[src/hw/rtl/vtsc_pkg.sv]
// Shared types and codes for the tour split cost unit.
// Holds the item structs, the sequencer-to-datapath tag and the memory control group.
// No dependencies.
package vtsc_pkg;

  localparam int NODE_W    = 6;
  localparam int VAL_W     = 24;
  localparam int COST_W    = 32;
  localparam int DEM_W     = 16;
  localparam int TIME_W    = 24;
  localparam int CFG_IDX_W = 2;

  // Item kinds
  localparam logic [1:0] KIND_DIST = 2'd0;
  localparam logic [1:0] KIND_DEM  = 2'd1;
  localparam logic [1:0] KIND_CUST = 2'd2;

  // Configuration register indexes
  localparam logic [CFG_IDX_W-1:0] CFG_VCAP = 2'd0;
  localparam logic [CFG_IDX_W-1:0] CFG_TMAX = 2'd1;

  typedef struct packed {
    logic [1:0]        kind;
    logic [NODE_W-1:0] node_a;
    logic [NODE_W-1:0] node_b;
    logic [VAL_W-1:0]  value;
    logic              last;
  } vtsc_in_t;

  typedef struct packed {
    logic [COST_W-1:0] total_cost;
    logic              overflow;
  } vtsc_out_t;

  // Describes what the distance and demand read registers hold this cycle
  typedef struct packed {
    logic ph0;     // reads of phase 0: d(prev,cust), d(cust,0), demand
    logic ph1;     // reads of phase 1: d(prev,0), d(0,cust)
    logic ok_x;    // port x address in range
    logic ok_y;    // port y address in range
    logic ok_dem;  // demand address in range
    logic first;   // customer opens a tour
    logic last;    // customer closes the tour
  } vtsc_tag_t;

  typedef struct packed {
    logic x_en;
    logic x_we;
    logic y_en;
    logic dem_en;
    logic dem_we;
  } vtsc_mem_ctl_t;

endpackage

[src/hw/rtl/vtsc_dem_ram.sv]
// Demand table: single read/write port with registered read data.
// Uses vtsc_pkg for the demand width.
module vtsc_dem_ram
  import vtsc_pkg::*;
#(
  parameter int DEPTH = 64,
  parameter int AW    = 6
) (
  input  logic             clk_i,
  input  logic             en_i,
  input  logic             we_i,
  input  logic [AW-1:0]    addr_i,
  input  logic [DEM_W-1:0] wdata_i,
  output logic [DEM_W-1:0] rdata_o
);

  logic [DEM_W-1:0] mem [DEPTH];

  always_ff @(posedge clk_i) begin
    if (en_i) begin
      if (we_i) begin
        mem[addr_i] <= wdata_i;
      end else begin
        rdata_o <= mem[addr_i];
      end
    end
  end

endmodule

[config.mk]
export PLATFORM = sky130hd
export DESIGN_NAME = vtsc_dem_ram
export DESIGN_NICKNAME = d
export VERILOG_FILES = /design/src/hw/rtl/vtsc_pkg.sv /design/src/hw/rtl/vtsc_dem_ram.sv
export SDC_FILE = /design/constraint.sdc
export NUM_CORES = 1
export LEC_CHECK = 0
export ABC_AREA = 0
export BUFFER_PORTS_ARGS = -buffer_cell sky130_fd_sc_hd__buf_2
export CAP_MARGIN = 20
export CORE_MARGIN = 2
export CORE_UTILIZATION = 40
export DETAILED_ROUTE_END_ITERATION = 8
export MAX_ROUTING_LAYER = met4
export PLACE_DENSITY = 0.63
export SYNTH_ARGS = -nofsm -noshare
export SYNTH_HDL_FRONTEND = slang
export SYNTH_SLANG_ARGS = --single-unit
[constraint.sdc]
create_clock -name clk_i -period 3.7 [get_ports clk_i]
set_clock_uncertainty 0.05 [all_clocks]
set_input_delay 0 -clock clk_i [delete_from_list [all_inputs] [get_ports clk_i]]
set_output_delay 0 -clock clk_i [all_outputs]
set_load 0.01 [all_outputs]
; Word-level counts from Yosys, hierarchy flattened
; Memories as Yosys holds them, arrays and structs flattened. A register that Yosys moved wholly into a read port is not among the register bits.
; Cells that the tools add are included.
[classes]
n_mux = 3
n_bitwise = 1
n_reduce_logical = 1
[op_table]
columns = operator, n
row1 = two-way mux 1 bit, 3
row2 = AND reduction 2 bit, 1
row3 = inverter 1 bit, 1
[totals]
ff_bits = 0
ram_bits = 1024
in_bits = 25
out_inout_bits = 16
wordCells = 6
memories = 1
[mem_list]
columns = memory, depth, width, rd, rd_clocked_by_memory_dff, wr, line_no
row1 = mem, 64, 16, 1, 1, 1, vtsc_dem_ram.sv:17  ; logic [DEM_W-1:0] mem [DEPTH];

; Depth between registers and ports, before layout
; Gate-level depths: netlist (run 1).
[depth]
word_depth = 3
mapped_depth = 12
ltp_nobuf = 6

; Worst setup path after synthesis (run 1)
; No wires, ideal clock.
[synth_timing]
path_kind = input port to flip-flop
startpoint = input addr_i[2]
endpoint = memory mem[11][0], enable pin
setup_time_ns = 0.388
arrival_ns = 2.173
required_ns = 3.262
path_slack_ns = 1.088
cell_stages = 8
n_path_buf = 4
cell_sequence = buf_4 -> inv_1 -> clkbuf_1 -> buf_2 -> clkbuf_1 -> and2_1 -> nand2_1 -> nor2_1
[synth_lines]
columns = element, line_no
row1 = from (decl), vtsc_dem_ram.sv:12  ; input logic [AW-1:0] addr_i,
row2 = to (decl), vtsc_dem_ram.sv:17
; Straight into the memory's write port.

==> run_results.csv, run 1 <==
group,metric,value,unit
logic_synthesis,ys.flop_type,"edfxtp_1",
clock_tree,htreeDepth,3,
logic_synthesis,avgSynthCellArea,17.6,um2
sta,fin_crit,3.29,ns
setup_path,crit_family,"buffers and inverters",
logic_synthesis,async_flop_share,0,%
global_route,busiest_layer,"met2",
logic_synthesis,ys_warn_count,0,
logic_synthesis,synth_cell_types,56,
routing,num_vias,23300,
logic_synthesis,syn_area,40000,um2
placed_design,dp_hpwl,72300,um
setup_path,worstPathCellList,"dlygate4sd3_1 > clkbuf_8 > buf_4 > and2_2 > buf_4 > a22oi_1 > o22ai_1 > o21ai_0 > o21ai_0 > or4_1",
logic_synthesis,yosys.area.top_type_share,78.1,%
setup_path,critPathKind,"primary input to flip-flop",
logic_synthesis,yosysMostFrequentCell,"edfxtp_1",
placed_design,placed_cells,3603,
setup_path,worstPathMaxFanout,25,
die,die_x,320,um
sta,fin_crit_sh,88.9,%
routing,first_pass_iters,8,
logic_synthesis,synthesis.nets,2297,
die,coreArea,99600,um2
power_and_ir_drop,vdd_drop_max,0.389,mV
die,initial_core_util,40.2,%
logic_synthesis,yosysTopAreaCell,"edfxtp_1",
routing,drc,0,
sta,holdWs,0.0187,ns
setup_path,crit_arrival,3.67,ns
sta,tns,0,ns
sta,final_hold_viol_count,0,
clock_tree,cts-root-buf,"clkbuf_16",
die,dieArea,103000,um2
logic_synthesis,synth_edf_count,1040,
routing,wl,116000,um
placed_design,place.gp.congestion,0.975,
placed_design,portBuffers,40,
die,rows,116,
die,dieHeight,320,um
sta,setup_viol,0,
sta,slew_viol_final,0,
global_route,grt_overflow,0,
global_route,grt_usage,23.0,%
sta,fmax,304,MHz
power_and_ir_drop,powerDensity,533,nW/um2
logic_synthesis,seq_area_frac_synth,78.1,%
setup_path,cpPeakStageDelay,0.60,ns
layout,drive_gt1_share,18.4,%
clock_tree,cts_resized,0,
sta,rsz0062_at_grt,"false",
layout,syn_to_final_growth,14.7,%
clock_tree,clkSlewWorstSetupHoldPaths,0.06,ns
routing,via_per_inst,6.12,
global_route,grt_pass1_wl,165000,um
global_route,antenna_found_initial,5,
sta,worst_pin_slew,1.18,ns
clock_tree,cts_buffers,101,
setup_path,cpMaxStageDelayCell,"o21ai_0",
power_and_ir_drop,leakage,14.7,nW
logic_synthesis,yosys-top-cells-count,"edfxtp_1 (1,040), nor2_1 (140), a221oi_1 (122), a22oi_1 (93), mux2i_1 (92)",
layout,fin_nets,2455,
setup_path,start_kind,"primary input",
global_route,grt_util_met1,30.6,%
die,io_pins,41,
logic_synthesis,synthTopCellsByArea,"edfxtp_1 (78%), a221oi_1 (2.7%), mux2i_1 (2.3%)",
setup_path,cp_data_required_time,4.08,ns
global_route,grt_max_degree,71,
clock_tree,clock_sinks,1040,
status,status,"finished clean",
setup_path,critPathBufInv,4,
global_route,first_global_vias,22500,
routing,route.antenna.remaining_nets,0,
logic_synthesis,ys_ff_latch,1040,
logic_synthesis,netlist_instances,2272,
clock_tree,clk_latency,0.69,ns
global_route,gr-usage-met2,35.2,%
clock_tree,cts_buffer_depth,3,
setup_path,end_kind,"flip-flop",
sta,slew_headroom,21.4,%
global_route,met3_usage,4.00,%
hold_path,hold_class,"primary input to flip-flop",
routing,wl_per_cell,30.3,um
flow_run,max-cap-violations,0,
routing,drt_iter0_drc,3453,
clock_tree,cts_tree,"yes",
layout,finalNonFillerCells,3810,
where the power goes:
group          switching, W  total [W]  internal [W]
Combinational      0.000971    0.00138      0.000409
Sequential        0.0000302     0.0131        0.0130
Clock               0.00438     0.0100       0.00565
Total               0.00538     0.0245        0.0191
final cells by class:
type / instances / area, um2
Antenna cell: 3 / 7.51
Multi-Input combinational cell: 1059 / 8020
Fill cell: 8378 / 53700
Clock inverter: 67 / 649
Sequential cell: 1040 / 31200
Clock buffer: 115 / 2580
Inverter: 3 / 11.3
Tap cell: 1298 / 1620
Timing Repair Buffer: 225 / 1750
final timing paths:
path,cells past startpoint,end,slack (ns),from
max,10,rdata_o[1],0.41,addr_i[1]
min,1,mem[31][8],0.02,wdata_i[8]
min reg2reg,4,rdata_o[14],0.66,mem[18][14]
max reg2reg,6,rdata_o[12],1.07,mem[38][12]
kinds of logic (layout without fill, tap and decap cells):
logic type	count (synthesis)	after routing	synth area share, %
other	0	3	0
and+or+nand+nor	315	315	3.52
DFF	1040	1040	78.1
AOI/OAI and AO/OA	559	559	10.6
buffers and inverters	173	410	2.03
muxes	185	185	5.76
stage by stage:
step | utilization [%] | power, W | setup WS (ns) | area [um2]
global placement | 42.6 | 0.0146 | 0.363 | 42400
global route | 46.1 | 0.0251 | 0.418 | 45900
detailed placement | 42.6 | 0.0146 | 0.398 | 42400
finish | 46.1 | 0.0245 | 0.411 | 45900
CTS | 46.0 | 0.0246 | 0.549 | 45800
floorplan | - | 0.0140 | 1.09 | 40000
per-layer routing:
layer / up-vias / share of wire [%] / routed length (um)
li1: 9693 / - / -
met1: 12000 / 39 / 44800
met2: 1380 / 47 / 53800
met3: 250 / 10 / 11700
met4: 0 / 4.6 / 5280
met5: - / 0 / 0
repair_timing:
action,in CTS,in global routing
endpoints found under the hold margin,417,64
hold buffers,20,1
buffers inserted,0,0
cell usage in the layout (no fill, tap or decap), types with 5 or more instances in the layout:
cell           count
clkbuf_1          14
a211oi_1           6
a221o_1           24
clkbuf_16        101
or4_1             13
o221ai_1          10
clkinv_2          26
mux2_4             6
a222oi_1          18
o22ai_1           45
dlygate4sd3_1     21
a22oi_1           93
mux2_2            57
a21oi_1           54
bufinv_16          9
a221oi_1         122
nor2_1           138
o21ai_0           62
a31oi_1            6
o21a_1             6
clkinv_1          21
buf_2             37
a22o_1            63
a32o_1             6
mux2i_1           92
nand3_1           22
a2111oi_0          5
o211ai_1          14
nand4_1            9
buf_12             6
mux4_2            28
o2bb2ai_1          7
nand2b_1           7
nor3_1            29
buf_4            157
nand2_1           68
edfxtp_1        1040
sequential cells by signal, indices dropped and copies added (netlist names):
name and cells:
mem 1024, rdata_o 16
Note: power is estimated with default switching activity, not from simulation.
==> run 2: changes to the inputs <==
==> constraint.sdc (replaced) <==
create_clock -name clk_i -period 4.13 [get_ports clk_i]
set_clock_uncertainty 0.05 [all_clocks]
set_input_delay 0 -clock clk_i [delete_from_list [all_inputs] [get_ports clk_i]]
set_output_delay 0 -clock clk_i [all_outputs]
set_load 0.01 [all_outputs]
==> run 2 against run 1 <==
Die area did not move. Utilization down 0.24 points. Non-clock buffer count fell by 27. Wire length is 2.3% lower. Cell count is 0.76% lower. Critical path depth down 1. Combinational power shrank 13%. Final area down 0.52%. Hold slack gained 0.011 ns. First-iteration DRC count shrank 3.0%. Critical path type unchanged.
==> run_results.csv, run 2 (synthesized netlist as in run 1, its figures left out) <==
group,metric,value,unit
setup_path,critPathBufInv,3,
layout,post-route-util,45.8,%
setup_path,crit_family,"compound AO/OA/AOI/OAI gates",
die,dieArea,103000,um2
hold_path,hold_class,"primary input to flip-flop",
setup_path,worstPathMaxFanout,23,
routing,wl,113000,um
layout,largestRegisters,"mem x1024, rdata_o x16",
clock_tree,htreeDepth,3,
clock_tree,clock_sinks,1040,
sta,tns,0,ns
layout,final_cell_mix,"edfxtp_1 (1,040), nor2_1 (138), buf_4 (136), a221oi_1 (122), clkbuf_16 (103)",
setup_path,crit_arrival,3.52,ns
die,die_x,320,um
sta,fin_crit_sh,77.0,%
setup_path,cpMaxStageDelayCell,"nand2_1",
clock_tree,post-cts-setup-buffers,0,
global_route,antenna_found_initial,8,
sta,fmax,315,MHz
sta,fin_crit,3.18,ns
routing,num_vias,23100,
setup_path,cp_data_required_time,4.47,ns
sta,fin_ws,0.951,ns
clock_tree,cts_buffer_depth,3,
placed_design,dp_hpwl,69300,um
layout,largest_register_ffs,1024,
global_route,first_global_vias,22600,
sta,holdWs,0.0295,ns
setup_path,critPathKind,"primary input to flip-flop",
setup_path,worstSetupStartpoint,"addr_i[3]",
setup_path,worstPathCellList,"dlygate4sd3_1 > buf_2 > nor2b_1 > nand2_1 > buf_4 > o22ai_1 > o21ai_0 > o211a_1 > nand4_1",
routing,via_per_inst,6.12,
global_route,grt_max_degree,75,
clock_tree,cts_resized,0,
die,coreArea,99600,um2
sta,setup_viol,0,
layout,fin_nets,2428,
setup_path,setup.worst_path.end,"rdata_o[13]",
routing,drt_iter0_drc,3348,
clock_tree,clkSlewWorstSetupHoldPaths,0.06,ns
sta,slew_headroom,17.2,%
clock_tree,cts-root-buf,"clkbuf_16",
setup_path,start_kind,"primary input",
setup_path,cpPeakStageDelay,0.83,ns
routing,first_pass_iters,6,
placed_design,preCtsSetupSlack,0.618,ns
clock_tree,cts_buffers,101,
setup_path,end_kind,"flip-flop",
power_and_ir_drop,powerDensity,482,nW/um2
status,status,"finished clean",
routing,drc,0,
setup_path,reg2reg_setup_slack,1.32,ns
placed_design,place.gp.congestion,0.942,
routing,route.antenna.remaining_nets,0,
die,io_pins,41,
setup_path,r2r-start,"mem[3][11]",
placed_design,portBuffers,40,
layout,top_register,"mem",
power_and_ir_drop,vdd_drop_max,0.369,mV
sta,worst_pin_slew,1.24,ns
global_route,grt_usage,22.5,%
global_route,grt_pass1_wl,163000,um
sta,rsz0062_at_grt,"false",
sta,final_hold_viol_count,0,
layout,syn_to_final_growth,14.1,%
layout,drive_gt1_share,17.4,%
setup_path,reg2reg_to,"rdata_o[11]",
clock_tree,cts_tree,"yes",
routing,wl_per_cell,29.9,um
layout,final_common_cell,"edfxtp_1",
flow_run,max-cap-violations,0,
setup_path,crit_cells,9,
setup_path,ff2ff_path_depth,5,
global_route,grt_overflow,0,
sta,slew_viol_final,0,
die,initial_core_util,40.2,%
clock_tree,clk_latency,0.69,ns
power_and_ir_drop,leakage,14.6,nW
die,dieHeight,320,um
die,rows,116,
[run 2: per-stage QoR]
step / power (W) / instance area (um2) / cells
after global routing: 0.0226 / 45600 / 3781
after global placement: 0.0131 / 42200 / 3580
after floorplan: 0.0125 / 40000 / 2272
after detailed placement: 0.0131 / 42200 / 3580
after CTS: 0.0221 / 45600 / 3779
final: 0.0220 / 45600 / 3781
[run 2: worst min-delay path by stage]
stage | from | end | slack, ns | cells past startpoint
after global placement | rdata_o[11] | rdata_o[11] | 0.43 | 1
final | wdata_i[1] | mem[40][1] | 0.03 | 2
after floorplan | wdata_i[0] | mem[0][0] | 0.05 | 0
after CTS | wdata_i[1] | mem[37][1] | 0.006 | 2
after detailed placement | rdata_o[11] | rdata_o[11] | 0.43 | 1
after global routing | wdata_i[1] | mem[40][1] | 0.04 | 2
[run 2: area by class of cell]
cell class	count	area [um2]
fillers	8353	53900
diodes	2	5.00
clock buffers	123	2650
inverters	3	11.3
flip-flops and latches	1040	31200
repair buffers	198	1510
well taps	1298	1620
multi-input cells	1059	8020
clock inverters	58	583
[run 2: power breakdown]
part	total [W]	switching [W]	internal (W)	leakage [nW]
logic	0.00120	0.000855	0.000350	3.62
clock network	0.00910	0.00396	0.00514	1.58
registers	0.0117	0.0000232	0.0117	9.36
total	0.0220	0.00483	0.0172	14.6
[run 2: routing by layer]
| metal | share of wire [%] | track usage [%] | vias to the layer above |
|---|---|---|---|
| li1 | - | - | 9638 |
| met1 | 39 | 30.0 | 11800 |
| met2 | 47 | 34.4 | 1402 |
| met3 | 9.5 | 3.67 | 240 |
| met4 | 4.7 | 9.49 | 0 |
| met5 | 0 | - | - |
[run 2: timing repair]
action | 4_1_cts | 5_1_grt
setup endpoints to repair | 0 | 0
endpoints found under the hold margin | 440 | 0
hold buffers | 18 | 0
