<file path="src/hw/rtl/vtsc_pkg.sv">
// Shared types and codes for the tour split cost unit.
// Holds the item structs, the sequencer-to-datapath tag and the memory control group.
// No dependencies.
package vtsc_pkg;

  localparam int NODE_W    = 6;
  localparam int VAL_W     = 24;
  localparam int COST_W    = 32;
  localparam int DEM_W     = 16;
  localparam int TIME_W    = 24;
  localparam int CFG_IDX_W = 2;

  // Item kinds
  localparam logic [1:0] KIND_DIST = 2'd0;
  localparam logic [1:0] KIND_DEM  = 2'd1;
  localparam logic [1:0] KIND_CUST = 2'd2;

  // Configuration register indexes
  localparam logic [CFG_IDX_W-1:0] CFG_VCAP = 2'd0;
  localparam logic [CFG_IDX_W-1:0] CFG_TMAX = 2'd1;

  typedef struct packed {
    logic [1:0]        kind;
    logic [NODE_W-1:0] node_a;
    logic [NODE_W-1:0] node_b;
    logic [VAL_W-1:0]  value;
    logic              last;
  } vtsc_in_t;

  typedef struct packed {
    logic [COST_W-1:0] total_cost;
    logic              overflow;
  } vtsc_out_t;

  // Describes what the distance and demand read registers hold this cycle
  typedef struct packed {
    logic ph0;     // reads of phase 0: d(prev,cust), d(cust,0), demand
    logic ph1;     // reads of phase 1: d(prev,0), d(0,cust)
    logic ok_x;    // port x address in range
    logic ok_y;    // port y address in range
    logic ok_dem;  // demand address in range
    logic first;   // customer opens a tour
    logic last;    // customer closes the tour
  } vtsc_tag_t;

  typedef struct packed {
    logic x_en;
    logic x_we;
    logic y_en;
    logic dem_en;
    logic dem_we;
  } vtsc_mem_ctl_t;

endpackage

</file>
<file path="src/hw/rtl/vtsc_split.sv">
// Split datapath: evaluates the closing rule and updates route, capacity and cost.
// Two stages (decide, update) and the result register. Uses vtsc_pkg.
module vtsc_split
  import vtsc_pkg::*;
#(
  parameter int DIST_BITS = 24
) (
  input  logic                 clk_i,
  input  logic                 rst_ni,
  output logic                 adv_o,
  input  vtsc_tag_t            tag_i,
  input  logic [DIST_BITS-1:0] x_rdata_i,
  input  logic [DIST_BITS-1:0] y_rdata_i,
  input  logic [DEM_W-1:0]     dem_rdata_i,
  input  logic [DEM_W-1:0]     vcap_i,
  input  logic [TIME_W-1:0]    tmax_i,
  output logic                 out_valid_o,
  input  logic                 out_stall_i,
  output vtsc_out_t            out_item_o
);

  localparam int SUM_W = COST_W + 3;
  localparam logic [SUM_W-1:0] SAT = SUM_W'({COST_W{1'b1}});

  // Phase 0 data, held until phase 1 data arrives
  logic [DIST_BITS-1:0] hold_pc_q, hold_c0_q;
  logic [DIST_BITS:0]   hold_pcc0_q;
  logic [DEM_W-1:0]     hold_dem_q;

  // Decide stage
  logic                 e1_v_q, e1_close_q, e1_last_q, e1_first_q;
  logic [SUM_W-1:0]     e1_x_q, e1_y_q, e1_e_q;
  logic [DIST_BITS:0]   e1_z_q;
  logic [DIST_BITS-1:0] e1_d0c_q;
  logic [DEM_W-1:0]     e1_dem_q, e1_cap_q;

  // Tour state
  logic [COST_W-1:0]    route_q, route_d, cost_q, cost_d;
  logic [DEM_W-1:0]     cap_q, cap_d;
  logic                 ovf_q, ovf_d;

  logic                 out_valid_q;
  vtsc_out_t            out_q;

  logic [DIST_BITS-1:0] x_dat, y_dat;
  logic [DEM_W-1:0]     dem_dat;
  logic [COST_W-1:0]    rl;
  logic [DEM_W-1:0]     cap;
  logic [SUM_W-1:0]     y_sum, x_sum, e_sum, det_sum;
  logic                 too_long, too_heavy, detour;

  logic                 e2_fire;
  logic [COST_W-1:0]    cost_eff;
  logic                 ovf_eff;
  logic [SUM_W-1:0]     add1, add2, total;
  logic                 cost_ovf, rl_ovf, big_dem;

  assign x_dat   = tag_i.ok_x ? x_rdata_i : '0;
  assign y_dat   = tag_i.ok_y ? y_rdata_i : '0;
  assign dem_dat = tag_i.ok_dem ? dem_rdata_i : '0;

  // Freeze everything while a finished tour waits on a stalled result register
  assign adv_o   = !(e1_v_q && e1_last_q && out_valid_q && out_stall_i);
  assign e2_fire = adv_o && e1_v_q;

  always_ff @(posedge clk_i) begin
    if (adv_o && tag_i.ph0) begin
      hold_pc_q   <= x_dat;
      hold_c0_q   <= y_dat;
      hold_pcc0_q <= (DIST_BITS+1)'(x_dat) + (DIST_BITS+1)'(y_dat);
      hold_dem_q  <= dem_dat;
    end
  end

  // Decide: x_dat is d(prev,0), y_dat is d(0,cust) in phase 1
  always_comb begin
    rl        = tag_i.first ? '0 : route_q;
    cap       = tag_i.first ? vcap_i : cap_q;
    y_sum     = SUM_W'(rl) + SUM_W'(hold_pcc0_q);
    x_sum     = SUM_W'(rl) + SUM_W'(x_dat);
    e_sum     = SUM_W'(rl) + SUM_W'(hold_pc_q);
    det_sum   = SUM_W'(x_dat) + SUM_W'(y_dat);
    too_long  = y_sum > SUM_W'(tmax_i);
    too_heavy = hold_dem_q > cap;
    detour    = det_sum < SUM_W'(hold_pc_q);
  end

  always_ff @(posedge clk_i or negedge rst_ni) begin
    if (!rst_ni) begin
      e1_v_q <= 1'b0;
    end else if (adv_o) begin
      e1_v_q <= tag_i.ph1;
    end
  end

  always_ff @(posedge clk_i) begin
    if (adv_o && tag_i.ph1) begin
      e1_close_q <= too_long || too_heavy || detour;
      e1_last_q  <= tag_i.last;
      e1_first_q <= tag_i.first;
      e1_x_q     <= x_sum;
      e1_y_q     <= y_sum;
      e1_e_q     <= e_sum;
      e1_z_q     <= (DIST_BITS+1)'(y_dat) + (DIST_BITS+1)'(hold_c0_q);
      e1_d0c_q   <= y_dat;
      e1_dem_q   <= hold_dem_q;
      e1_cap_q   <= cap;
    end
  end

  // Update: chained saturating adds of non-negative terms collapse to one
  // sum that saturates once and flags when the exact total exceeds the limit
  always_comb begin
    cost_eff = e1_first_q ? '0 : cost_q;
    ovf_eff  = e1_first_q ? 1'b0 : ovf_q;
    if (e1_close_q) begin
      add1 = e1_x_q;
      add2 = e1_last_q ? SUM_W'(e1_z_q) : '0;
    end else begin
      add1 = e1_last_q ? e1_y_q : '0;
      add2 = '0;
    end
    total    = SUM_W'(cost_eff) + add1 + add2;
    cost_ovf = total > SAT;
    cost_d   = cost_ovf ? '1 : total[COST_W-1:0];
    rl_ovf   = e1_e_q > SAT;
    big_dem  = e1_dem_q > vcap_i;
    if (e1_close_q) begin
      route_d = COST_W'(e1_d0c_q);
      cap_d   = big_dem ? '0 : vcap_i - e1_dem_q;
      ovf_d   = ovf_eff || cost_ovf || big_dem;
    end else begin
      route_d = rl_ovf ? '1 : e1_e_q[COST_W-1:0];
      cap_d   = e1_cap_q - e1_dem_q;
      ovf_d   = ovf_eff || cost_ovf || rl_ovf;
    end
  end

  always_ff @(posedge clk_i or negedge rst_ni) begin
    if (!rst_ni) begin
      route_q <= '0;
      cap_q   <= '0;
      cost_q  <= '0;
      ovf_q   <= 1'b0;
    end else if (e2_fire) begin
      route_q <= route_d;
      cap_q   <= cap_d;
      cost_q  <= cost_d;
      ovf_q   <= ovf_d;
    end
  end

  always_ff @(posedge clk_i or negedge rst_ni) begin
    if (!rst_ni) begin
      out_valid_q <= 1'b0;
    end else begin
      out_valid_q <= (e2_fire && e1_last_q) || (out_valid_q && out_stall_i);
    end
  end

  always_ff @(posedge clk_i) begin
    if (e2_fire && e1_last_q) begin
      out_q.total_cost <= cost_d;
      out_q.overflow   <= ovf_d;
    end
  end

  assign out_valid_o = out_valid_q;
  assign out_item_o  = out_q;

  a_no_stage_overlap : assert property (@(posedge clk_i) disable iff (!rst_ni)
    tag_i.ph1 |-> !e1_v_q)
    else $error("customer decided before previous state update completed");

  a_capacity_no_wrap : assert property (@(posedge clk_i) disable iff (!rst_ni)
    (e1_v_q && !e1_close_q) |-> (e1_dem_q <= e1_cap_q))
    else $error("route extended past remaining capacity");

  a_last_gives_result : assert property (@(posedge clk_i) disable iff (!rst_ni)
    (e2_fire && e1_last_q) |=> out_valid_o)
    else $error("closed tour produced no result");

endmodule

</file>
<file path="config.mk">
export PLATFORM = sky130hd
export DESIGN_NAME = vtsc_split
export DESIGN_NICKNAME = d
export VERILOG_FILES = /design/src/hw/rtl/vtsc_pkg.sv /design/src/hw/rtl/vtsc_split.sv
export SDC_FILE = /design/constraint.sdc
export NUM_CORES = 1
export LEC_CHECK = 0
export BUFFER_PORTS_ARGS = -buffer_cell sky130_fd_sc_hd__buf_2
export CAP_MARGIN = 20
export CORE_MARGIN = 5
export CORE_UTILIZATION = 55
export DETAILED_ROUTE_END_ITERATION = 10
export GPL_ROUTABILITY_DRIVEN = 0
export PLACE_DENSITY = 0.79
export SLEW_MARGIN = 20
export SYNTH_ARGS = -nofsm -noshare
export SYNTH_HDL_FRONTEND = slang
export SYNTH_SLANG_ARGS = --single-unit
</file>
<file path="constraint.sdc">
create_clock -name clk_i -period 8.05 [get_ports clk_i]
set_input_delay 1.2075 -clock clk_i [delete_from_list [all_inputs] [get_ports clk_i]]
set_output_delay 1.2075 -clock clk_i [all_outputs]
set_load 0.005 [all_outputs]
</file>
* Word-level counts from Yosys, hierarchy flattened *
Cells that the tools add are included.

operators by class
  magnitude comparators = 6
  $add $sub $neg = 10
  reduce and logical (&&, ||, !) cells = 15
  muxes and demuxes = 16

operator list
  cell                    number
  $mux W32                5
  $add A24 B24 Y25        3
  $gt A35 B32 Y1 const B  2
  $mux W35                2
  $add A32 B24 Y33        2
  $mux W25                2
  $mux W16                3
  $mux W24                2
  $add A32 B35 Y35        1
  $add A35 B35 Y35        1
  $add A32 B25 Y33        1
  $gt A33 B24 Y1          1
  $gt A16 B16 Y1          2
  $sub A16 B16 Y16        2
  $lt A25 B24 Y1          1
  $logic_and A1 B1 Y1     8
  $logic_or A1 B1 Y1      6
  $mux W1                 2
  $logic_not A1 Y1        1

word-level totals
  output and inout bits = 35
  register bits = 394
  word-level logic and storage cells = 69
  input port bits = 114

* Longest topological paths before layout *
  depth in word-level cells = 8
  depth in mapped cells = 26
  mapped depth without buffers = 23

* Worst setup path before layout *
OpenSTA, ideal clock, no wires.

  path kind = input to register
  start point = input tag_i[1] (netlist bit)
  end point = register e1_close_q (data pin)
  path buffers = 5
  setup time = 0.278 ns
  data arrival time = 5.854 ns
  setup slack = 1.919 ns
  stages = 24
  cell sequence = buf_4 buf_2 buf_2 clkbuf_1 clkbuf_1 nor2b_1 ha_1 fa_1 o211ai_1 nand3_1 o211a_1 a31oi_1 nor2_1 maj3_1 a21oi_1 xnor2_1 ha_1 o21ai_0 a21oi_1 o211ai_1 a21oi_1 or3_1 a221oi_1 o2111ai_1

between the ends
  word-level cells in the longest chain between the ends = 5

ends and longest elaborated chain
  what                             RTL line          RTL
  start, declared                  vtsc_split.sv:11  input vtsc_tag_t tag_i,
  $mux W32                         vtsc_split.sv:77  rl = tag_i.first ? '0 : route_q;
  $add A32 B25 Y33                 vtsc_split.sv:79  y_sum = SUM_W'(rl) + SUM_W'(hold_pcc0_q);
  via y_sum[12]                    vtsc_split.sv:49  logic [SUM_W-1:0] y_sum, x_sum, e_sum, det_sum;
  $gt A33 B24 Y1                   vtsc_split.sv:83  too_long = y_sum > SUM_W'(tmax_i);
  $logic_or A1 B1 Y1 (2 in a row)  vtsc_split.sv:98  e1_close_q <= too_long || too_heavy || detour;
  end signal, assigned             vtsc_split.sv:98
  end, declared                    vtsc_split.sv:31  logic e1_v_q, e1_close_q, e1_last_q, e1_first_q;

The timed path passes the listed nets, and every way through them passes these cells.
A chain may end at the register's enable or synchronous reset.

* Final worst setup path *
Same ends and word-level chain as after synthesis.

==> impl_metrics.env <==
export IMPL_slowest_delay_ns=0.58
export IMPL_worstMarginPinSlew_ns=1.04
export IMPL_synth_seq_cells=388
export IMPL_root_buffer="clkbuf_16"
export IMPL_fmax_ghz=0.171
export IMPL_setup_tns_ns=0
export IMPL_ant_nets=0
export IMPL_wirelength_mm=67.4
export IMPL_finalClockSkew_ns=0.0165
export IMPL_syn_avg_cell_area_um2=10.2
export IMPL_initial_core_util=0.557
export IMPL_synth_top_area_cell="edfxtp_1"
export IMPL_drv_cap=0
export IMPL_rsz0062_at_grt="false"
export IMPL_die_h_um=228
export IMPL_grt_first_pass_wirelength_mm=105
export IMPL_yosysWarnings=0
export IMPL_cts_resized=0
export IMPL_synthesis_nets=2932
export IMPL_synth_edf_count=305
export IMPL_portBuffers=148
export IMPL_cts_setup_buffers=0
export IMPL_path_cells="buf_2, nor2b_1, ha_1, a21o_1, maj3_1, o21ai_0, a21bo_2, maj3_1, a22oi_1, xnor2_1, ha_1, a21oi_1, nand2_1, a211oi_1, nor4_1, or3_1, a221oi_1, o2111ai_1"
export IMPL_core_area_mm2=0.0468
export IMPL_slowest_stage="buf_2"
export IMPL_yosysMostFrequentCell="edfxtp_1"
export IMPL_yosysSeqAreaShare=0.431
export IMPL_timing_final_crit_period_ns=5.84
export IMPL_syn_cell_area_mm2=0.0261
export IMPL_synth_area_leaders="edfxtp_1 (35%), ha_1 (11%), dfrtp_1 (8.0%)"
export IMPL_setup_viol=0
export IMPL_post_dp_hpwl_mm=50.6
export IMPL_drive_gt1_frac=0.0987
export IMPL_syn_to_final_growth_pct=9.95
export IMPL_grt_max_degree=80
export IMPL_drt_iter0_drc=2407
export IMPL_worstSetupEndpointType="register"
export IMPL_ir_drop_uv=130
export IMPL_cp_arrival_ns=6.13
export IMPL_fin_crit_sh=0.725
export IMPL_grt_pass1_vias=19600
export IMPL_start_kind="primary input"
export IMPL_cts_tree="yes"
export IMPL_fill_cells=3684
export IMPL_cp_max_fo=39
export IMPL_drv_slew=0
export IMPL_clk_path_buf_depth=3
export IMPL_p_per_area_mw_per_mm2=254
export IMPL_cts_buffers=42
export IMPL_clock_tree_htree_level_count=2
export IMPL_hold_buffers=0
export IMPL_grt_usage=0.255
export IMPL_drt_vias_per_instance=6.17
export IMPL_yosysTopAreaCellShare=0.351
export IMPL_ys_flop_type="edfxtp_1"
export IMPL_worstHoldPathCells=0
export IMPL_antenna_found_initial=3
export IMPL_fp_dieW_um=228
export IMPL_ioPinCount=149
export IMPL_synthTopCellsByCount="edfxtp_1 (305), ha_1 (236), nand2_1 (204)"
export IMPL_drc=0
export IMPL_via_count=20400
export IMPL_die_area_mm2=0.0518
export IMPL_rows=79
export IMPL_outcome="finished clean"
export IMPL_routedWlPerCell_um=20.4
export IMPL_drt_pass1_iterations=7
export IMPL_r2r_cells=18
export IMPL_clock_sinks=388
export IMPL_path_class="primary input to register"
export IMPL_hold_class="register to register"
export IMPL_finish_net_count=3054
export IMPL_diodes=0
export IMPL_yosysUniqueCellTypes=94
export IMPL_cts_clk_slew_worst_paths_ns=0.06
export IMPL_hold_viol_final=0
export IMPL_async_reset_ff_frac=0.214
export IMPL_grt_overflow_total=0
export IMPL_power_static_leakage_nw=12.4
export IMPL_final_util=0.613
export IMPL_cp_required_ns=8.34
export IMPL_clk_latency_ns=0.58
export IMPL_syn_inst=2549
export IMPL_max_slew_margin=0.303
cell usage in the layout, fill, tap and decap left out, types with 15 or more instances in the layout:
cell / netlist / layout
a211oi_1: 20 / 20
o21ai_0: 123 / 123
dfrtp_1: 83 / 83
a21oi_1: 160 / 160
mux2i_1: 18 / 18
and2_1: 73 / 70
ha_1: 236 / 236
nand3_1: 42 / 42
nor3_1: 40 / 40
o22ai_1: 24 / 24
o31ai_1: 16 / 16
nand2_1: 204 / 203
and3_1: 18 / 18
nor2_1: 143 / 143
o21bai_1: 23 / 23
xor2_1: 63 / 63
a22oi_1: 28 / 28
o21a_1: 21 / 21
a31oi_1: 51 / 51
fa_1: 33 / 33
buf_4: 2 / 15
o211ai_1: 17 / 17
edfxtp_1: 305 / 305
buf_2: 10 / 147
nor2b_1: 69 / 68
a21o_1: 85 / 85
nand4_1: 27 / 27
xnor2_1: 128 / 128
clkbuf_16: 0 / 43
nand2b_1: 54 / 54
inv_1: 177 / 177
layer usage:
metal / track usage / vias up / part of all wire
li1: - / 9538 / -
met1: 0.379 / 9689 / 0.43
met2: 0.383 / 1038 / 0.43
met3: 0.0476 / 147 / 0.10
met4: 0.0785 / 2 / 0.031
met5: 0 / - / 0.00019
state kept, by name, summed over array words and instances (netlist names), 24 cells and up:
name,cells
hold_pc_q,24
hold_pcc0_q,25
out_item_o,33
e1_y_q,33
route_q,32
e1_e_q,33
e1_d0c_q,24
e1_z_q,25
cost_q,32
hold_c0_q,24
e1_x_q,33
report_power, final:
group,switching (W),leakage (nW),internal [W],total (W)
registers,0.000171,3.95,0.00256,0.00274
clock network,0.000830,0.646,0.00108,0.00191
logic,0.00160,7.82,0.00103,0.00263
total,0.00260,12.4,0.00468,0.00728
cells by family after synthesis:
family	synth area share
DFF	0.431
AOI/OAI and AO/OA	0.174
adders and majority gates	0.141
xor gates and xnor gates	0.0642
buffers and inverters	0.0406
muxes	0.00778
and+or+nand+nor	0.141
metrics by stage:
stage / total power (W) / hold WS (ns) / area, µm² / setup slack [ns] / std cells
6_report: 0.00728 / 0.465 / 28700 / 2.21 / 3311
3_3_place_gp: 0.00521 / 0.444 / 27300 / 1.94 / 3234
3_5_place_dp: 0.00532 / 0.448 / 27300 / 1.77 / 3234
4_1_cts: 0.00725 / 0.463 / 28700 / 2.29 / 3311
2_1_floorplan: 0.00467 / 0.426 / 26100 / 1.92 / 2549
5_1_grt: 0.00770 / 0.470 / 28700 / 1.94 / 3311
worst paths after layout:
kind	start	to	slack, ns
max in group asynchronous	rst_ni	route_q[30]	6.24
hold / removal	hold_dem_q[13]	e1_dem_q[13]	0.46
hold reg to reg	hold_dem_q[13]	e1_dem_q[13]	0.46
setup / recovery	tag_i[1]	e1_close_q	2.21
min in group asynchronous	rst_ni	cap_q[15]	0.65
setup reg to reg	e1_last_q	out_item_o[5]	2.59
layout make-up:
type	instances	area (µm²)	area share
Multi-Input combinational cell	1897	13800	0.481
Sequential cell	388	11200	0.392
Clock buffer	49	1140	0.0397
Timing Repair Buffer	162	848	0.0296
Tap cell	607	759	0.0265
Inverter	180	676	0.0236
Clock inverter	28	216	0.00755
critical path, delay by kind of cell:
kind            cells  cell delay, ns
simple gates        4            0.89
compound gates      8            1.77
buf+inv             1            0.58
xor+xnor            1            0.19
fa+ha+maj           4            1.44
No activity file was read; power rests on OpenSTA's default activity.
