<file path="config.mk">
export PLATFORM = sky130hd
export DESIGN_NAME = vtsc_issue
export DESIGN_NICKNAME = d
export VERILOG_FILES = /design/src/hw/rtl/vtsc_pkg.sv /design/src/hw/rtl/vtsc_issue.sv
export SDC_FILE = /design/constraint.sdc
export NUM_CORES = 1
export LEC_CHECK = 0
export ABC_AREA = 1
export ABC_CLOCK_PERIOD_IN_PS = 2700
export BUFFER_PORTS_ARGS = -buffer_cell sky130_fd_sc_hd__buf_2
export CAP_MARGIN = 10
export CORE_ASPECT_RATIO = 1.5
export CORE_MARGIN = 2
export CORE_UTILIZATION = 41
export CTS_CLUSTER_DIAMETER = 200
export DETAILED_ROUTE_END_ITERATION = 10
export HOLD_SLACK_MARGIN = 0.06
export PLACE_DENSITY = 0.77
export SLEW_MARGIN = 30
export SYNTH_ARGS = -nofsm -noshare
export SYNTH_HDL_FRONTEND = slang
export SYNTH_SLANG_ARGS = --single-unit
</file>
<file path="constraint.sdc">
create_clock -name clk_i -period 2.7 [get_ports clk_i]
set_clock_uncertainty 0.05 [all_clocks]
set_input_delay 0.54 -clock clk_i [delete_from_list [all_inputs] [get_ports clk_i]]
set_output_delay 0.54 -clock clk_i [all_outputs]
set_load 0.1 [all_outputs]
</file>
<file path="src/hw/rtl/vtsc_pkg.sv">
// Shared types and codes for the tour split cost unit.
// Holds the item structs, the sequencer-to-datapath tag and the memory control group.
// No dependencies.
package vtsc_pkg;

  localparam int NODE_W    = 6;
  localparam int VAL_W     = 24;
  localparam int COST_W    = 32;
  localparam int DEM_W     = 16;
  localparam int TIME_W    = 24;
  localparam int CFG_IDX_W = 2;

  // Item kinds
  localparam logic [1:0] KIND_DIST = 2'd0;
  localparam logic [1:0] KIND_DEM  = 2'd1;
  localparam logic [1:0] KIND_CUST = 2'd2;

  // Configuration register indexes
  localparam logic [CFG_IDX_W-1:0] CFG_VCAP = 2'd0;
  localparam logic [CFG_IDX_W-1:0] CFG_TMAX = 2'd1;

  typedef struct packed {
    logic [1:0]        kind;
    logic [NODE_W-1:0] node_a;
    logic [NODE_W-1:0] node_b;
    logic [VAL_W-1:0]  value;
    logic              last;
  } vtsc_in_t;

  typedef struct packed {
    logic [COST_W-1:0] total_cost;
    logic              overflow;
  } vtsc_out_t;

  // Describes what the distance and demand read registers hold this cycle
  typedef struct packed {
    logic ph0;     // reads of phase 0: d(prev,cust), d(cust,0), demand
    logic ph1;     // reads of phase 1: d(prev,0), d(0,cust)
    logic ok_x;    // port x address in range
    logic ok_y;    // port y address in range
    logic ok_dem;  // demand address in range
    logic first;   // customer opens a tour
    logic last;    // customer closes the tour
  } vtsc_tag_t;

  typedef struct packed {
    logic x_en;
    logic x_we;
    logic y_en;
    logic dem_en;
    logic dem_we;
  } vtsc_mem_ctl_t;

endpackage

</file>
<file path="src/hw/rtl/vtsc_issue.sv">
// Input stage and memory sequencer: writes the tables, issues the two read phases of a customer.
// Tracks the previous node and tour start. Uses vtsc_pkg.
module vtsc_issue
  import vtsc_pkg::*;
#(
  parameter int NODE_COUNT = 64,
  parameter int DIST_BITS  = 24,
  parameter int AW         = 12,
  parameter int NW         = 6
) (
  input  logic                 clk_i,
  input  logic                 rst_ni,
  input  logic                 in_valid_i,
  input  vtsc_in_t             in_item_i,
  output logic                 in_stall_o,
  input  logic                 adv_i,
  output vtsc_mem_ctl_t        mem_ctl_o,
  output logic [AW-1:0]        x_addr_o,
  output logic [AW-1:0]        y_addr_o,
  output logic [DIST_BITS-1:0] x_wdata_o,
  output logic [NW-1:0]        dem_addr_o,
  output logic [DEM_W-1:0]     dem_wdata_o,
  output vtsc_tag_t            tag_o
);

  function automatic logic [AW-1:0] cell_addr(input logic [NODE_W-1:0] r,
                                              input logic [NODE_W-1:0] c);
    return AW'(r) * AW'(NODE_COUNT) + AW'(c);
  endfunction

  function automatic logic node_ok(input logic [NODE_W-1:0] n);
    return 32'(n) < 32'(NODE_COUNT);
  endfunction

  logic              iss_v_q, iss_v_d;
  vtsc_in_t          iss_q;
  logic              ph_q, ph_d;
  logic [NODE_W-1:0] prev_q;
  logic              started_q;
  vtsc_tag_t         tag_q, tag_d;
  logic              is_cust, is_dist, is_dem;
  logic              a_ok, b_ok, p_ok, accept;

  assign is_cust = iss_v_q && (iss_q.kind == KIND_CUST);
  assign is_dist = iss_v_q && (iss_q.kind == KIND_DIST);
  assign is_dem  = iss_v_q && (iss_q.kind == KIND_DEM);
  assign a_ok    = node_ok(iss_q.node_a);
  assign b_ok    = node_ok(iss_q.node_b);
  assign p_ok    = node_ok(prev_q);

  // A customer holds the stage for its two read phases
  assign in_stall_o = !adv_i || (is_cust && !ph_q);
  assign accept     = in_valid_i && !in_stall_o;
  assign iss_v_d    = accept || (is_cust && !ph_q);
  assign ph_d       = is_cust && !ph_q;

  always_comb begin
    mem_ctl_o.x_we   = is_dist && a_ok && b_ok;
    mem_ctl_o.x_en   = adv_i && (is_cust || mem_ctl_o.x_we);
    mem_ctl_o.y_en   = adv_i && is_cust;
    mem_ctl_o.dem_we = is_dem && a_ok;
    mem_ctl_o.dem_en = adv_i && ((is_cust && !ph_q) || mem_ctl_o.dem_we);
  end

  always_comb begin
    if (is_cust) begin
      x_addr_o = ph_q ? cell_addr(prev_q, '0) : cell_addr(prev_q, iss_q.node_a);
    end else begin
      x_addr_o = cell_addr(iss_q.node_a, iss_q.node_b);
    end
    y_addr_o = ph_q ? cell_addr('0, iss_q.node_a) : cell_addr(iss_q.node_a, '0);
  end

  assign x_wdata_o   = DIST_BITS'(iss_q.value);
  assign dem_addr_o  = NW'(iss_q.node_a);
  assign dem_wdata_o = iss_q.value[DEM_W-1:0];

  always_comb begin
    tag_d.ph0    = is_cust && !ph_q;
    tag_d.ph1    = is_cust && ph_q;
    tag_d.ok_x   = ph_q ? p_ok : (p_ok && a_ok);
    tag_d.ok_y   = a_ok;
    tag_d.ok_dem = a_ok;
    tag_d.first  = !started_q;
    tag_d.last   = iss_q.last;
  end

  assign tag_o = tag_q;

  always_ff @(posedge clk_i or negedge rst_ni) begin
    if (!rst_ni) begin
      iss_v_q   <= 1'b0;
      ph_q      <= 1'b0;
      prev_q    <= '0;
      started_q <= 1'b0;
      tag_q     <= '0;
    end else if (adv_i) begin
      iss_v_q <= iss_v_d;
      ph_q    <= ph_d;
      tag_q   <= tag_d;
      if (is_cust && ph_q) begin
        started_q <= !iss_q.last;
        prev_q    <= iss_q.last ? '0 : iss_q.node_a;
      end
    end
  end

  always_ff @(posedge clk_i) begin
    if (accept) begin
      iss_q <= in_item_i;
    end
  end

  a_phase_order : assert property (@(posedge clk_i) disable iff (!rst_ni)
    (tag_q.ph0 && adv_i) |=> tag_q.ph1)
    else $error("phase 0 reads not followed by phase 1 reads");

  a_cust_interlock : assert property (@(posedge clk_i) disable iff (!rst_ni)
    (is_cust && !ph_q) |-> in_stall_o)
    else $error("new transaction accepted during phase 0 of a customer");

  a_tour_start_depot : assert property (@(posedge clk_i) disable iff (!rst_ni)
    !started_q |-> (prev_q == '0))
    else $error("previous node not at depot outside a tour");

endmodule

</file>
Word level (Yosys, flattened, before mapping)
Index checks and enable logic that the tools add are counted.
Operators by class
  mux-type cells: 4
  equal/unequal tests: 2
  reduce and logical (&&, ||, !) cells: 20
  add/subtract/negate cells: 2
Operators by type and width (number)
  2-to-1 mux 12 bit: 3
  adder 12 x 6 -> 12 bit: 2
  logical AND 1 bit: 9
  2-to-1 mux 6 bit: 1
  zero test 1 bit: 5
  logical OR 1 bit: 4
  equality test 2 x 1 -> 1 bit (second input constant): 1
  equality test 2 bit (second input constant): 1
  zero test 2 bit: 1
  AND reduction 2 bit: 1
Word-level totals
  register bits after elaboration: 52
  output and inout port bits: 83
  word-level logic and storage cells: 41
  input bits: 43

Logic depth before layout (Yosys ltp)
Gate-level depths: netlist of the first run.
  depth after elaboration: 7
  gate-level depth with buffers: 6
  mapped depth without buffers: 6

Least setup slack after synthesis of the first run
OpenSTA, ideal clock, no wires.
  kind: register -> register
  from: reg iss_q[38] (netlist name)
  to: reg iss_q (netlist bit dem_addr_o[0]) (enable)
  path buffers: 0
  cell stages (with the launch flop): 4
  arrival: 3.100 ns
  data required time: 2.215 ns
  setup time: 0.435 ns
  path slack: -0.885 ns
  path through: edfxtp_1 -> nand4_1 -> nand2_1 -> nor2_1
On the way
  cells in the longest elaborated chain, start to end: 6
RTL lines
  start, declared: line vtsc_issue.sv:36  | vtsc_in_t iss_q;
  start signal, assigned: line vtsc_issue.sv:110  | iss_q <= in_item_i;
  equality test 2 bit: line vtsc_issue.sv:44  | assign is_cust = iss_v_q && (iss_q.kind == KIND_CUST);
  logical AND 1 bit: line vtsc_issue.sv:44
  logical AND 1 bit: line vtsc_issue.sv:52  | assign in_stall_o = !adv_i || (is_cust && !ph_q);
  logical OR 1 bit: line vtsc_issue.sv:52
  net in_stall_o: line vtsc_issue.sv:15  | output logic in_stall_o,
  zero test 1 bit: line vtsc_issue.sv:53  | assign accept = in_valid_i && !in_stall_o;
  logical AND 1 bit: line vtsc_issue.sv:53
  net accept: line vtsc_issue.sv:42  | logic a_ok, b_ok, p_ok, accept;
The timed path passes the listed nets, and every way through them passes these cells.
A chain may end at the register's enable or synchronous reset.

Final worst setup path of the first run
  from: reg iss_q[37] (netlist name)
  to: out x_addr_o[11]
On the way
  cells in the longest elaborated chain, start to end: 3
RTL lines
  equality test 2 bit: line vtsc_issue.sv:44
  logical AND 1 bit: line vtsc_issue.sv:44
  2-to-1 mux 12 bit: line vtsc_issue.sv:66  | if (is_cust) begin
  end, declared: line vtsc_issue.sv:18  | output logic [AW-1:0] x_addr_o,
No other way between the ends.

==> reports/qor.yml, run 1 <==
sta:
  fin_crit_sh_pct: 91.9
  tightest_slew_ps: 497
  setup_viol: 0
  rsz0062_at_grt: "no"
  worst_slack_ps: 218
  fin_crit_ps: 2480
  slew_headroom_pct: 67.1
  max_freq_mhz: 403
  finalHoldViolCount: 0
  slew_violations: 0
clock_network:
  cts_num_sinks: 52
  cts_buffer_depth: 2
  cts_tree: "built"
  cts_resized: 0
  postCtsSetupBuffers: 0
  cts-root-buf: "clkbuf_8"
  clk_latency_ps: 290
  cts.clk_slew.worst_paths_ps: 80
  cts_buffers: 5
  htreeDepth: 2
  hold_buffers: 0
worst_setup_path:
  cp-end-kind: "output pin"
  start_kind: "flop"
  worst_ep_arrival_time_ps: 1890
  cp_max_fo: 17
  path_class: "reg2out"
  cp.required_ps: 2110
yosys:
  synth_ff_type: "edfxtp_1"
  yosysUniqueCellTypes: 19
  yosys-top-cells-area: "edfxtp_1 49%, buf_4 16%, dfrtp_1 14%"
  ys_seq_area_share_pct: 62.3
  syn_avg_cell_area_um2: 11.0
  synth_edf_count: 39
  yosysWarnings: 0
  async_reset_ff_share_pct: 25.0
  syn-num-nets: 262
  yosysTopAreaCell: "edfxtp_1"
  syn_inst: 219
  synth_top_area_share_pct: 48.8
  synthesis.area_um2: 2400
  ys_ff_latch: 52
placement:
  place_ws_ps: 540
  hpwl_mm: 3.42
  gp_congestion: 0.824
  dpl.cell_count: 363
  port_buffers: 125
drt:
  drt-initial-drc-count: 59
  num_vias: 1613
  drtAntennaViolNets: 0
  drt-wirelength-per-cell_um: 11.5
  avgViaCountPerCell: 4.35
  route.detailed.drc: 0
  first_pass_iters: 4
  routed_wl_mm: 4.27
finish:
  fin_util_pct: 49.4
  antenna_cells: 0
  drive_gt1_share_pct: 49.2
  fin_nets: 341
  area_delta_synth_final_pct: 18.2
  finalNonFillerCells: 371
die:
  die_y_um: 97.8
  io_pins: 126
  die_area_um2: 6500
  rows: 34
  die_w_um: 66.5
  start_util_pct: 41.8
  coreArea_um2: 5740
global_route:
  grt_max_degree: 40
  antenna_found_initial: 0
  grt_pass1_vias: 1519
  track_usage_pct: 14.0
  grt_overflow: 0
  grt_pass1_wl_mm: 6.94
power_and_ir_drop:
  leakage_nw: 1.46
  total_power_mw: 1.99
  p_per_area_nw_per_um2: 701
  ir_worst_vdd_mv: 0.402
worst_hold_path:
  hp-class: "in2async"
outcome:
  status: "finished, final reports clean"
run:
  max_cap_violations: 0
## cells in the final DEF, fill, tap and decap left out, drive strengths merged
master	instances
or2	2
clkbuf	8
nand4	1
nand3b	1
inv	20
edfxtp	39
nor2	16
buf	127
dfrtp	13
nand2	53
o21ai	9
nand3	9
a21oi	1
## cell usage after synthesis, types with 2 or more instances
cell type,count
inv_2,2
o21ai_0,9
nand2_1,52
inv_1,18
edfxtp_1,39
dfrtp_1,13
nand3_1,8
buf_4,51
nor2_1,15
or2_2,2
buf_6,2
## metal layers
| metal | global-route usage [%] | routed length [µm] | share of wire [%] | up-vias |
|---|---|---|---|---|
| met2 | 24.5 | 2270 | 53 | 70 |
| met3 | 5.30 | 416 | 9.7 | 8 |
| met4 | 5.18 | 86 | 2.0 | 0 |
| met1 | 14.8 | 1490 | 35 | 729 |
| met5 | 0 | 0 | 0 | - |
| li1 | - | - | - | 806 |
## layout make-up
class,count,area (µm²)
flip-flops and latches,52,1500
clock buffers,8,90.1
fillers,554,2900
well taps,72,90.1
multi-input cells,92,447
inverters,20,75.1
repair buffers,127,641
## final timing paths
check | from | depth (start not counted) | to | slack (ps)
min reg2reg | prev_q[0] | 2 | prev_q[0] | 420
min in group clk_i | in_item_i[6] | 1 | x_wdata_o[5] | 360
max reg2reg | iss_q[38] | 4 | iss_q[30] | 900
min | rst_ni | 1 | prev_q[5] | 70
max | iss_q[37] | 6 | x_addr_o[11] | 220
max in group asynchronous | rst_ni | 1 | iss_v_q | 2310
## registers in the layout, indices dropped and copies added (netlist names)
| signal | cells |
|---|---|
| x_wdata_o | 24 |
| ph_q | 1 |
| tag_o | 4 |
| dem_addr_o | 6 |
| iss_v_q | 1 |
| prev_q | 6 |
| iss_q | 9 |
| started_q | 1 |
## critical path: stages (launching register included)
cell      delay [ps]
edfxtp_1         390
inv_1            140
nand3_4          160
inv_2            280
nand2_1           80
o21ai_1           90
buf_2            440
## cell families (layout without fill, tap and decap cells)
| group | Yosys count | in the layout | share of synthesized area, % |
|---|---|---|---|
| AND/OR/NAND/NOR | 82 | 82 | 15.3 |
| buffers and inverters | 75 | 155 | 20.4 |
| flip-flops | 52 | 52 | 62.3 |
| AO/OA/AOI/OAI | 10 | 10 | 2.08 |
## report_power, final
group / internal (mW) / switching (mW) / total [mW]
clock: 0.209 / 0.226 / 0.435
sequential: 0.912 / 0.0241 / 0.937
combinational: 0.0860 / 0.533 / 0.619
total: 1.21 / 0.782 / 1.99
## per-stage QoR
stage                     hold slack (ps)  setup TNS, ps  instance area (µm²)
after global placement                391              0                 2750
after CTS                            62.1              0                 2840
after floorplan                       194          -2910                 2430
after detailed placement              391              0                 2750
after global routing                 70.7              0                 2840
final                                65.1              0                 2840
Power figures use the tool's default switching activity.
==> run 2, diff against run 1 <==
- RECOVER_POWER: not set -> 25
==> run 2 against run 1 <==
  * Critical endpoint unchanged
  * Largest power group unchanged
  * Setup slack is the same
  * Critical path depth did not move
  * Non-clock buffer count is the same
  * Cell count unchanged
  * Global-route usage is the same
  * Total power is essentially flat
  * Count of clock-buffer cells in the layout stayed put
  * Register-to-register slack about the same
==> reports/qor.yml, run 2 (synthesized netlist as in run 1, its figures left out) <==
finish:
  drive_gt1_share_pct: 48.8  # -0.33 points
  antenna_cells: 0  # unchanged
  final_area_um2: 2840  # about the same
  largest_reg_flops: 24  # unchanged
  layout_commonest_cell: "buf_2"
  fin_nets: 341  # unchanged
  area_delta_synth_final_pct: 18.1  # about the same
  fill_cells: 555  # +0.18%
  final_cell_mix: "124 x buf_2, 52 x nand2_1, 39 x edfxtp_1, 18 x inv_1, 14 x nor2_1"
sta:
  fin_crit_ps: 2480  # unchanged
  slew_violations: 0  # unchanged
  whs_ps: 205  # +140 ps
  max_freq_mhz: 403  # unchanged
  tightest_slew_ps: 691  # +194 ps
  finalHoldViolCount: 0  # unchanged
  slew_headroom_pct: 53.9  # -13 points
  rsz0062_at_grt: "no"
  fin_crit_sh_pct: 91.9  # unchanged
  setup_viol: 0  # unchanged
clock_network:
  cts_tree: "built"
  cts_num_sinks: 52  # unchanged
  cts_buffers: 5  # unchanged
  cts_resized: 0  # unchanged
  clk_latency_ps: 290  # about the same
  hold_buffers: 0  # unchanged
  htreeDepth: 2  # unchanged
  cts-root-buf: "clkbuf_8"
  postCtsSetupBuffers: 0  # unchanged
  cts_buffer_depth: 2  # unchanged
  cts.clk_slew.worst_paths_ps: 80  # about the same
die:
  die_w_um: 66.5  # unchanged
  io_pins: 126  # unchanged
  start_util_pct: 41.8  # unchanged
  die_y_um: 97.8  # unchanged
  die_area_um2: 6500  # unchanged
  coreArea_um2: 5740  # unchanged
  rows: 34  # unchanged
worst_setup_path:
  path_class: "reg2out"
  critPathMaxStageDelay_ps: 440  # about the same
  cp_max_fo: 17  # unchanged
  start_kind: "flop"
  worst_ep_arrival_time_ps: 1890  # about the same
  slowest_stage: "buf_2"
  cp.required_ps: 2110  # about the same
  cp-end-kind: "output pin"
  path_cells: "inv_1 -> nand3_4 -> inv_2 -> nand2_1 -> o21ai_1 -> buf_2"
drt:
  first_pass_iters: 4  # unchanged
  drt-wirelength-per-cell_um: 11.5  # about the same
  drt-initial-drc-count: 59  # unchanged
  routed_wl_mm: 4.27  # about the same
  drtAntennaViolNets: 0  # unchanged
  route.detailed.drc: 0  # unchanged
  avgViaCountPerCell: 4.35  # unchanged
  num_vias: 1613  # unchanged
placement:
  dpl_cell_area_um2: 2750  # unchanged
  hpwl_mm: 3.42  # unchanged
  port_buffers: 125  # unchanged
  gp_congestion: 0.824  # unchanged
global_route:
  use_met3_pct: 5.30  # unchanged
  antenna_found_initial: 0  # unchanged
  grt_max_degree: 40  # unchanged
  grt_pass1_wl_mm: 6.94  # unchanged
  grt_pass1_vias: 1519  # unchanged
  track_usage_pct: 14.0  # unchanged
  grt_overflow: 0  # unchanged
  grt_busiest_layer: "met2"
  met1_usage_pct: 14.8  # unchanged
  gr-usage-met2_pct: 24.5  # unchanged
worst_hold_path:
  hp-class: "in2async"
power_and_ir_drop:
  p_per_area_nw_per_um2: 701  # about the same
  total_power_mw: 1.99  # about the same
  ir_worst_vdd_mv: 0.402  # unchanged
  leakage_nw: 1.46  # -0.19%
outcome:
  status: "finished, final reports clean"
run:
  max_cap_violations: 0  # unchanged
[run 2: cell count changes in the layout (fill, tap and decap cells not counted)]
cell	change
buf_2	-1
clkbuf_1	+1
[run 2: cell type report]
cell class | count | area [µm²] | share of cell area, %
sequential | 52 | 1500 | 52.7
inverter | 20 | 75.1 | 2.65
tap | 72 | 90.1 | 3.17
clock buffer | 8 | 90.1 | 3.17
timing repair buffer | 127 | 639 | 22.5
multi-input combinational | 92 | 447 | 15.7
[run 2: metrics by stage]
| stage | TNS (ps) | util (%) | worst slack, ps | std cells |
|---|---|---|---|---|
| final | 0 | 49.4 | 218 | 371 |
| after global placement | 0 | 47.9 | 587 | 363 |
| after detailed placement | 0 | 47.9 | 540 | 363 |
| after floorplan | -2910 | - | -583 | 219 |
| after global routing | 0 | 49.4 | 43.6 | 371 |
| after CTS | 0 | 49.4 | 197 | 371 |
[run 2: where the power goes]
part,internal [mW],total [mW],switching [mW]
clock,0.209,0.435,0.226
combinational,0.0858,0.618,0.533
sequential,0.912,0.937,0.0241
total,1.21,1.99,0.782
[run 2: path summary, 6_finish.rpt]
path / endpoint / from / slack, ps / depth (start not counted)
worst min register to register: prev_q[0] / prev_q[0] / 420 / 2
worst max-delay path: x_addr_o[11] / iss_q[37] / 220 / 6
max in group asynchronous: iss_v_q / rst_ni / 1960 / 1
worst min-delay path: prev_q[5] / rst_ni / 200 / 1
worst max register to register: iss_q[30] / iss_q[38] / 900 / 4
min in group clk_i: x_wdata_o[5] / in_item_i[6] / 360 / 1
[run 2: worst max-delay path: cells and delay by family (launching register included)]
| family | cells | cell delay (ps) |
|---|---|---|
| flip-flops | 1 | 390 |
| AND/OR/NAND/NOR | 2 | 240 |
| buffers and inverters | 3 | 860 |
| AO/OA/AOI/OAI | 1 | 90 |
[run 2: layer usage]
metal	routed length, µm	vias to the layer above	share of wire [%]
li1	-	806	-
met1	1490	729	35
met2	2270	70	53
met3	415	8	9.7
met4	86	0	2.0
met5	0	-	0
